### config.mk
export PLATFORM = sky130hd
export DESIGN_NAME = isc_cell
export DESIGN_NICKNAME = d
export VERILOG_FILES = /design/src/integer_stack_calculator_core_assert.svh /design/src/isc_pkg.sv /design/src/isc_cell.sv
export SDC_FILE = /design/constraint.sdc
export NUM_CORES = 1
export LEC_CHECK = 0
export ABC_AREA = 1
export CAP_MARGIN = 30
export CORE_MARGIN = 5
export CORE_UTILIZATION = 55
export CTS_CLUSTER_SIZE = 28
export DETAILED_ROUTE_END_ITERATION = 16
export DONT_BUFFER_PORTS = 1
export PLACE_DENSITY = 0.84
export SLEW_MARGIN = 20
export SYNTH_ARGS = -nofsm -noshare
export SYNTH_HDL_FRONTEND = slang
export SYNTH_SLANG_ARGS = --single-unit
export TNS_END_PERCENT = 20
### constraint.sdc
create_clock -name clk -period 1.5 [get_ports clk]
set_clock_uncertainty 0.05 [all_clocks]
set_input_delay 0.075 -clock clk [delete_from_list [all_inputs] [get_ports clk]]
set_output_delay 0.075 -clock clk [all_outputs]
set_load 0.03 [all_outputs]
### src/integer_stack_calculator_core_assert.svh
// Assertion macros for the stack calculator core module.
// Depends on nothing; included by files that carry assertions.
`ifndef INTEGER_STACK_CALCULATOR_CORE_ASSERT_SVH
`define INTEGER_STACK_CALCULATOR_CORE_ASSERT_SVH
// Implication checked every clock outside reset.
`define ISC_ASSERT_IMP(label, clk, rst, ante, cons) \
  label: assert property (@(posedge clk) disable iff (rst) (ante) |-> (cons)) \
    else $error("assertion failed");
// Next-cycle implication checked outside reset.
`define ISC_ASSERT_NEXT(label, clk, rst, ante, cons) \
  label: assert property (@(posedge clk) disable iff (rst) (ante) |=> (cons)) \
    else $error("assertion failed");
`endif

### src/isc_pkg.sv
// Shared types, codes and constants of the stack calculator.
// Depends on nothing.
package isc_pkg;
  localparam int DefaultDepth = 64;
  localparam int WordW = 32;

  typedef enum logic [2:0] {
    ACT_PUSH = 3'd0, ACT_POP = 3'd1, ACT_ADD = 3'd2, ACT_SUB = 3'd3,
    ACT_MUL = 3'd4, ACT_DIV = 3'd5, ACT_PEEK_TOP = 3'd6, ACT_PEEK_BOTTOM = 3'd7
  } action_t;

  typedef enum logic [2:0] {
    ERR_OK = 3'd0, ERR_FEW = 3'd1, ERR_INDEX = 3'd2, ERR_DIVZERO = 3'd3,
    ERR_FULL = 3'd4
  } err_t;

  // Command broadcast to every cell of the stack row.
  typedef struct packed {
    logic shift_down;   // each cell takes its upper neighbor (push)
    logic shift_up;     // each cell takes its lower neighbor (pop)
    logic load_top;     // top cell takes the write word
    logic [WordW-1:0] word;
  } cell_cmd_t;

  // Divider status.
  typedef struct packed {
    logic busy;
    logic done;
  } div_stat_t;
endpackage

### src/isc_cell.sv
// One stack cell: holds a word, takes a neighbor's word on a shift.
// Depends on isc_pkg.
module isc_cell import isc_pkg::*; (
  input  logic             clk,
  input  cell_cmd_t        cmd,
  input  logic             is_top,
  input  logic [WordW-1:0] from_below,
  input  logic [WordW-1:0] from_above,
  output logic [WordW-1:0] word
);
  // Shift or load the held word.
  always_ff @(posedge clk) begin
    if (cmd.load_top && is_top) begin
      word <= cmd.word;
    end else if (cmd.shift_down) begin
      word <= from_above;
    end else if (cmd.shift_up) begin
      word <= from_below;
    end
  end
endmodule

==> flow_summary.toml <==
[outcome]
status = "finished, final reports clean"

[sta]
period_needed_ns = 0.935
rsz0062_at_grt = "false"
tightest_slew_ns = 0.531
fmax_ghz = 1.07
drv_slew = 0
setup_tns_ns = 0
setup_violations = 0
hold_violations = 0
fin_crit_sh_pct = 62.3
slew_headroom_pct = 64.6

[finish]
final_layout_size_suffix_gt1_share_pct = 7.26
largestRegisters = "word x32"
area_delta_synth_final_pct = 18.4
layout.cells.non_filler = 351
nNetsFinal = 404
n_antenna_cell = 0
regMostFlops = "word"
largest_reg_flops = 32
design_area_um2 = 2370

[floorplanning]
row_count = 22
floorplan.initialDensity_pct = 55.6
ios = 133
die_area_um2 = 4950
core_area_um2 = 3610
die_height_um = 70.4
die_w_um = 70.4

[critical_path]
critPathRequiredTime_ns = 1.37
critPathKind = "reg2out"
cp_max_fo = 1
start_kind = "flip-flop"
endpoint_kind = "primary output"
crit_arrival_ns = 0.81

[flow_run]
cap_violations = 0

[grt]
grt_pass1_vias = 1659
antenna_found_initial = 0
grt_use_met1_pct = 20.4
met3_usage_pct = 8.63
grt_pass1_wl_mm = 7.67
grt_max_degree = 35
gr-total-overflow = 0
busiest_layer = "met2"
gr-usage-met2_pct = 35.8
grt_usage_pct = 19.7

[power_and_ir_drop]
ir_drop_uv = 575
leakagePower_nw = 1.28
power.density_nw_per_um2 = 977

[synthesis]
synth_nets = 375
synth.area.top_cells = "edfxtp_1, nand2_1, inv_1"
yosysTopAreaCell = "edfxtp_1"
synth_warnings = 0
syn_area_per_cell_um2 = 7.32
ys_types = 12
ys_ff_latch = 32
yosysSeqAreaShare_pct = 47.9
synthCells = 274
netlist.area_leader.share_pct = 47.9
syn_area_um2 = 2010

[cts]
post_cts_resized = 0
cts_tree = "built"
hold_buffers = 32
numCtsBuffers = 5
htreeDepth = 2
cts_buffer_depth = 2
cts_setup_buffers = 0
path_clk_slew_ns = 0.06
cts_sinks = 32
root_buffer = "clkbuf_8"

[drt]
post_drt_wl_per_cell_um = 14.1
drc_errors = 0
vias_per_cell = 4.97
dr.pass1.iters = 5
vias = 1745
antenna_left = 0
wl_mm = 4.94
first_iter_violations = 96

[placed_design]
dp.cells = 312
io_buffers = 0
dpl_cell_area_um2 = 1980
gp_congestion = 0.747
dp_hpwl_mm = 3.23

[worst_hold_path]
hold_class = "in2reg"
## per-stage QoR
stage | power (mW) | setup slack, ns | util [%] | hold slack [ns]
after CTS | 2.34 | 0.556 | 65.9 | 0.00804
after floorplan | 1.65 | 0.282 | - | 0.211
final | 2.32 | 0.565 | 65.9 | 0.0135
after global placement | 1.67 | 0.608 | 54.9 | 0.212
after global routing | 2.43 | 0.537 | 65.9 | 0.0114
after detailed placement | 1.68 | 0.557 | 54.9 | 0.216
## cell usage in the layout (no fill, tap or decap), drive strengths merged
cell type	n
nor2	1
dlygate4sd3	32
inv	66
edfxtp	32
nand2	130
buf	3
clkinv	2
nand3	32
clkbuf	5
## Yosys cell counts (all sizes together)
cell type,count
nand3,32
inv,66
edfxtp,32
nand2,130
nor2,1
buf,13
## power by group
group	internal (mW)	switching (mW)
combinational	0.141	0.167
sequential	1.14	0.289
clock	0.305	0.282
## routing by layer
| layer | share of wire [%] | wire length [um] | up-vias |
|---|---|---|---|
| met5 | 0 | 0 | - |
| met4 | 0.73 | 36 | 0 |
| met3 | 11 | 565 | 2 |
| met2 | 52 | 2570 | 109 |
| met1 | 36 | 1760 | 771 |
| li1 | - | - | 863 |
## cell families after synthesis
group                  synth area share, %
buffers and inverters                 18.2
AND/OR/NAND/NOR                       33.9
flip-flops                            47.9
## path summary, 6_finish.rpt
kind | slack, ns | startpoint | cells after the start | endpoint
worst min-delay path | 0.01 | cmd[34] | 3 | word[22]$_DFFE_PP_
worst max-delay path | 0.56 | word[26]$_DFFE_PP_ | 0 | word[26]
## cell type report
| class | count | area, um^2 |
|---|---|---|
| clock inverters | 2 | 7.51 |
| inverters | 66 | 253 |
| well taps | 48 | 60.1 |
| fillers | 293 | 1230 |
| multi-input cells | 163 | 682 |
| repair buffers | 35 | 343 |
| flip-flops and latches | 32 | 961 |
| clock buffers | 5 | 68.8 |
Note: power is estimated with default switching activity, not from simulation.
