## src/integer_stack_calculator_core_assert.svh

```systemverilog
// Assertion macros for the stack calculator core module.
// Depends on nothing; included by files that carry assertions.
`ifndef INTEGER_STACK_CALCULATOR_CORE_ASSERT_SVH
`define INTEGER_STACK_CALCULATOR_CORE_ASSERT_SVH
// Implication checked every clock outside reset.
`define ISC_ASSERT_IMP(label, clk, rst, ante, cons) \
  label: assert property (@(posedge clk) disable iff (rst) (ante) |-> (cons)) \
    else $error("assertion failed");
// Next-cycle implication checked outside reset.
`define ISC_ASSERT_NEXT(label, clk, rst, ante, cons) \
  label: assert property (@(posedge clk) disable iff (rst) (ante) |=> (cons)) \
    else $error("assertion failed");
`endif

```

## src/isc_pkg.sv

```systemverilog
// Shared types, codes and constants of the stack calculator.
// Depends on nothing.
package isc_pkg;
  localparam int DefaultDepth = 64;
  localparam int WordW = 32;

  typedef enum logic [2:0] {
    ACT_PUSH = 3'd0, ACT_POP = 3'd1, ACT_ADD = 3'd2, ACT_SUB = 3'd3,
    ACT_MUL = 3'd4, ACT_DIV = 3'd5, ACT_PEEK_TOP = 3'd6, ACT_PEEK_BOTTOM = 3'd7
  } action_t;

  typedef enum logic [2:0] {
    ERR_OK = 3'd0, ERR_FEW = 3'd1, ERR_INDEX = 3'd2, ERR_DIVZERO = 3'd3,
    ERR_FULL = 3'd4
  } err_t;

  // Command broadcast to every cell of the stack row.
  typedef struct packed {
    logic shift_down;   // each cell takes its upper neighbor (push)
    logic shift_up;     // each cell takes its lower neighbor (pop)
    logic load_top;     // top cell takes the write word
    logic [WordW-1:0] word;
  } cell_cmd_t;

  // Divider status.
  typedef struct packed {
    logic busy;
    logic done;
  } div_stat_t;
endpackage

```

## src/isc_div.sv

```systemverilog
// Radix-2 restoring floor divider, one quotient bit per cycle.
// Depends on isc_pkg.
module isc_div import isc_pkg::*; (
  input  logic             clk,
  input  logic             rst,
  input  logic             start,
  input  logic [WordW-1:0] left,
  input  logic [WordW-1:0] right,
  output div_stat_t        stat,
  output logic [WordW-1:0] quot
);
  logic [WordW-1:0] q, d;
  logic [WordW:0] r;
  logic [5:0] cnt;
  logic neg_q, busy, done;
  logic [WordW:0] r_sh, r_sub;
  logic [WordW-1:0] q_fix;

  assign r_sh = {r[WordW-1:0], q[WordW-1]};
  assign r_sub = r_sh - {1'b0, d};
  // Negate magnitude, then step down when signs differ and remainder nonzero.
  assign q_fix = neg_q ? (~q + ((r != '0) ? 32'd0 : 32'd1)) : q;
  assign quot = q_fix;
  assign stat = '{busy: busy, done: done};

  // Run the shift-subtract loop.
  always_ff @(posedge clk) begin
    if (rst) begin
      busy <= 1'b0; done <= 1'b0; cnt <= '0;
    end else begin
      done <= 1'b0;
      if (start) begin
        busy <= 1'b1; cnt <= 6'd32;
        q <= left[WordW-1] ? -left : left;
        d <= right[WordW-1] ? -right : right;
        r <= '0;
        neg_q <= left[WordW-1] ^ right[WordW-1];
      end else if (busy) begin
        if (r_sub[WordW]) begin
          r <= r_sh; q <= {q[WordW-2:0], 1'b0};
        end else begin
          r <= r_sub; q <= {q[WordW-2:0], 1'b1};
        end
        cnt <= cnt - 6'd1;
        if (cnt == 6'd1) begin
          busy <= 1'b0; done <= 1'b1;
        end
      end
    end
  end
endmodule

```

## config.mk

```make
export PLATFORM = sky130hd
export DESIGN_NAME = isc_div
export DESIGN_NICKNAME = d
export VERILOG_FILES = /design/src/integer_stack_calculator_core_assert.svh /design/src/isc_pkg.sv /design/src/isc_div.sv
export SDC_FILE = /design/constraint.sdc
export NUM_CORES = 1
export LEC_CHECK = 0
export BUFFER_PORTS_ARGS = -buffer_cell sky130_fd_sc_hd__buf_4
export CORE_MARGIN = 4
export CORE_UTILIZATION = 55
export DETAILED_ROUTE_END_ITERATION = 7
export HOLD_SLACK_MARGIN = 0.05
export PLACE_DENSITY = 0.72
export SYNTH_ARGS = -nofsm -noshare
export SYNTH_HDL_FRONTEND = slang
export SYNTH_SLANG_ARGS = --single-unit
```

## constraint.sdc

```tcl
create_clock -name clk -period 5.67 [get_ports clk]
set_input_delay 0.8505 -clock clk [delete_from_list [all_inputs] [get_ports clk]]
set_output_delay 0.8505 -clock clk [all_outputs]
set_load 0.01 [all_outputs]
```

==> impl_metrics.py <==
metrics = {
    "synth": {
        "synth-compound-area-share_pct": 20.6,
        "synthAdderAreaFrac_pct": 6.24,
        "synthFlopType": "edfxtp_1",
        "postSynthAreaPerCell_sq_um": 9.00,
        "syn-cell-area_sq_mm": 0.00814,
        "ys_ff_latch": 106,
        "synthCells": 904,
        "ys_types": 75,
        "synth-simple-area-share_pct": 17.0,
        "synth-xor-area-share_pct": 12.7,
        "async_reset_ff_share_pct": 0,
        "synth_enable_flop_cells": 98,
        "syn-num-nets": 1011,
        "ys_warn_count": 0,
        "synth_top_family_by_area": "compound AO/OA/AOI/OAI gates",
        "yosysSeqAreaShare_pct": 38.1,
        "muxShareOfSynthArea_pct": 0.369,
    },
    "final_layout": {
        "fillers": 1267,
        "register_area_sq_mm": 0.00310,
        "areaGrowthSynthToFinish_pct": 13.6,
        "fin_util_pct": 63.6,
        "final_layout_size_suffix_gt1_share_pct": 14.4,
        "final_cell_area_sq_mm": 0.00924,
        "stdcell_count": 1162,
        "n_antenna_cell": 0,
        "multiInputGateArea_sq_mm": 0.00464,
        "final_nets": 1081,
    },
    "die": {
        "rows": 44,
        "core_sq_mm": 0.0145,
        "io_pins": 101,
        "dieHeight_microns": 130,
        "initial_core_util_pct": 56.0,
        "dieArea_sq_mm": 0.0168,
        "die_w_microns": 130,
    },
    "placed_design": {
        "io_buffers": 100,
        "place_congestion": 0.961,
        "dpl_worst_slack_ns": 1.45,
        "dp.cells": 1147,
        "post-dp-hpwl_mm": 15.0,
        "placed_cell_area_sq_mm": 0.00895,
    },
    "routing": {
        "drtIter0Drc": 664,
        "ant_nets": 0,
        "drc_errors": 0,
        "via_per_inst": 6.06,
        "drt_pass1_iterations": 6,
        "routedWlPerCell_microns": 17.6,
        "vias": 7036,
        "drt-total-wl_mm": 20.4,
    },
    "setup_path": {
        "worstPathArrival_ns": 3.78,
        "cp_max_fo": 3,
        "crit_path_end": "quot[25]",
        "worst_setup_path_end_kind": "primary output",
        "r2r_slack_ns": 1.78,
        "crit_path_start": "r[12]$_SDFFCE_PP0P_",
        "critical_path_class": "reg -> out",
        "reg2reg_depth": 13,
        "critPathLaunchType": "register",
        "r2r-end": "r[16]$_SDFFCE_PP0P_",
        "rr_startpoint": "q[31]$_DFFE_PP_",
        "required_ns": 4.82,
    },
    "power": {
        "power_leakage_nw": 3.54,
        "cellPowerDensity_mw_per_mm2": 265,
        "ir_worst_vdd_uv": 190,
    },
    "clocking": {
        "cts_resized": 0,
        "clockBufferDepth": 2,
        "clk_latency_ns": 0.35,
        "ctsRootBufferMaster": "clkbuf_16",
        "htree_num_levels": 3,
        "clock-sinks": 106,
        "cts_tree": "built",
        "cts_made_buffers": 9,
        "cts_setup_buffers": 0,
        "path_clk_slew_ns": 0.07,
        "postCtsHoldBufs": 0,
    },
    "global_routing": {
        "grt_overflow": 0,
        "grt_pass1_vias": 6515,
        "grt_max_degree": 96,
        "grt_pass1_wl_mm": 32.8,
        "antenna_found_initial": 0,
        "grt_usage_pct": 24.3,
    },
    "timing": {
        "setup_ws_ns": 1.04,
        "max_freq_mhz": 216,
        "period_share_pct": 81.6,
        "post-route-min-period_ns": 4.63,
        "timing_hold_violations_final": 0,
        "setup_violations": 0,
        "worst_clock_skew_ns": 0.00624,
        "relSlewSlack_pct": 34.9,
        "timing.final.max_slew_violations": 0,
        "rsz0062_at_grt": "false",
        "tightest_slew_ns": 0.977,
        "finalSetupTns_ns": 0,
    },
    "flow_run": {
        "drv_cap": 0,
    },
    "min_path": {
        "hold_path_class": "reg -> reg",
    },
    "run_status": {
        "outcome": "completed",
    },
}
stage by stage:
stage                     power (W)  hold WS (ns)
after global placement      0.00182         0.482
after detailed placement    0.00182         0.489
final                       0.00245         0.498
after CTS                   0.00244         0.498
after floorplan             0.00158         0.471
after global routing        0.00258         0.536
registers in the layout (all words and copies together), names as in the netlist:
signal	cells
busy	1
cnt	6
d	32
done	1
r	33
q	32
neg_q	1
cells by family (layout without fill, tap and decap cells):
family | after synthesis | in the layout
AO/OA/AOI/OAI | 272 | 272
XOR/XNOR | 118 | 118
adder cells (fa/ha/maj) | 40 | 40
buffers and inverters | 96 | 170
flip-flops | 106 | 106
multiplexers | 3 | 3
AND/OR/NAND/NOR | 269 | 269
critical path: stages (launching register included):
cell	delay, ns
edfxtp_1	0.42
nor4_1	0.52
nand4_1	0.16
nor3_1	0.35
ha_1	0.23
nand3_1	0.10
or4b_2	0.68
nor3_1	0.31
a31o_2	0.24
o21ai_0	0.10
xor2_1	0.17
buf_4	0.15
Yosys cell counts, types with 4 or more instances:
master    count  share of area [%]
a211oi_1      4               0.37
a21boi_0      5               0.46
a21o_1       12                1.1
a21oi_1      99                6.1
a31oi_1       6               0.46
and3_1        8               0.62
buf_1         4               0.18
buf_4         4               0.37
clkbuf_1     31                1.4
dfxtp_1       8                2.0
edfxtp_1     98                 36
ha_1         39                6.0
inv_1        50                2.3
nand2_1      55                2.5
nand2b_1      8               0.62
nand3_1      33                2.0
nand4_1       9               0.69
nor2_1       77                3.6
nor2b_1       5               0.38
nor3_1       12               0.74
nor3b_1       4               0.37
nor4_1       16                1.2
o21a_1        8               0.74
o21ai_0      72                4.4
o21bai_1      4               0.37
o31ai_1      18                1.7
o41ai_1      12                1.3
or3_1         7               0.54
or4_1        12                1.1
xnor2_1      71                7.6
xor2_1       47                5.1
how the worst min path moves through the flow:
stage / end / cells past startpoint / from
finish: cnt[1]$_SDFFE_PP0P_ / 2 / cnt[1]$_SDFFE_PP0P_
global route: cnt[1]$_SDFFE_PP0P_ / 2 / cnt[1]$_SDFFE_PP0P_
CTS: cnt[1]$_SDFFE_PP0P_ / 2 / cnt[1]$_SDFFE_PP0P_
detailed placement: cnt[1]$_SDFFE_PP0P_ / 2 / cnt[1]$_SDFFE_PP0P_
global placement: cnt[1]$_SDFFE_PP0P_ / 2 / cnt[1]$_SDFFE_PP0P_
floorplan: cnt[1]$_SDFFE_PP0P_ / 2 / cnt[1]$_SDFFE_PP0P_
cell usage in the layout (no fill, tap or decap), types with 6 or more instances in the layout:
master     count
a21o_1        12
nor2_1        75
nor4_1        16
o41ai_1       12
nand4_1        9
buf_4        105
or3_1          7
nand3_1       33
o21ai_0       72
edfxtp_1      98
xor2_1        47
ha_1          39
clkbuf_16      9
xnor2_1       71
nand2b_1       8
nor3_1        12
a31oi_1        6
nand2_1       55
or4_1         12
a21oi_1       98
o31ai_1       18
and3_1         8
dfxtp_1        8
inv_1         50
o21a_1         8
power by group:
part,total [W],internal (W),switching [W]
sequential,0.00100,0.000946,0.0000572
combinational,0.000816,0.000353,0.000463
clock,0.000626,0.000341,0.000284
area by class of cell:
| type | count | area share [%] |
|---|---|---|
| clock buffers | 9 | 2.44 |
| clock inverters | 6 | 0.690 |
| inverters | 50 | 2.03 |
| multi-input cells | 702 | 50.2 |
| flip-flops and latches | 106 | 33.6 |
| well taps | 184 | 2.49 |
| repair buffers | 105 | 8.53 |
metal layers:
metal	track usage (%)	routed length, microns	up-vias
met3	2.68	1430	14
met1	37.5	9650	3304
met2	36.1	9120	251
met5	0	0	-
met4	6.78	211	0
li1	-	-	3467
Power figures use the tool's default switching activity.
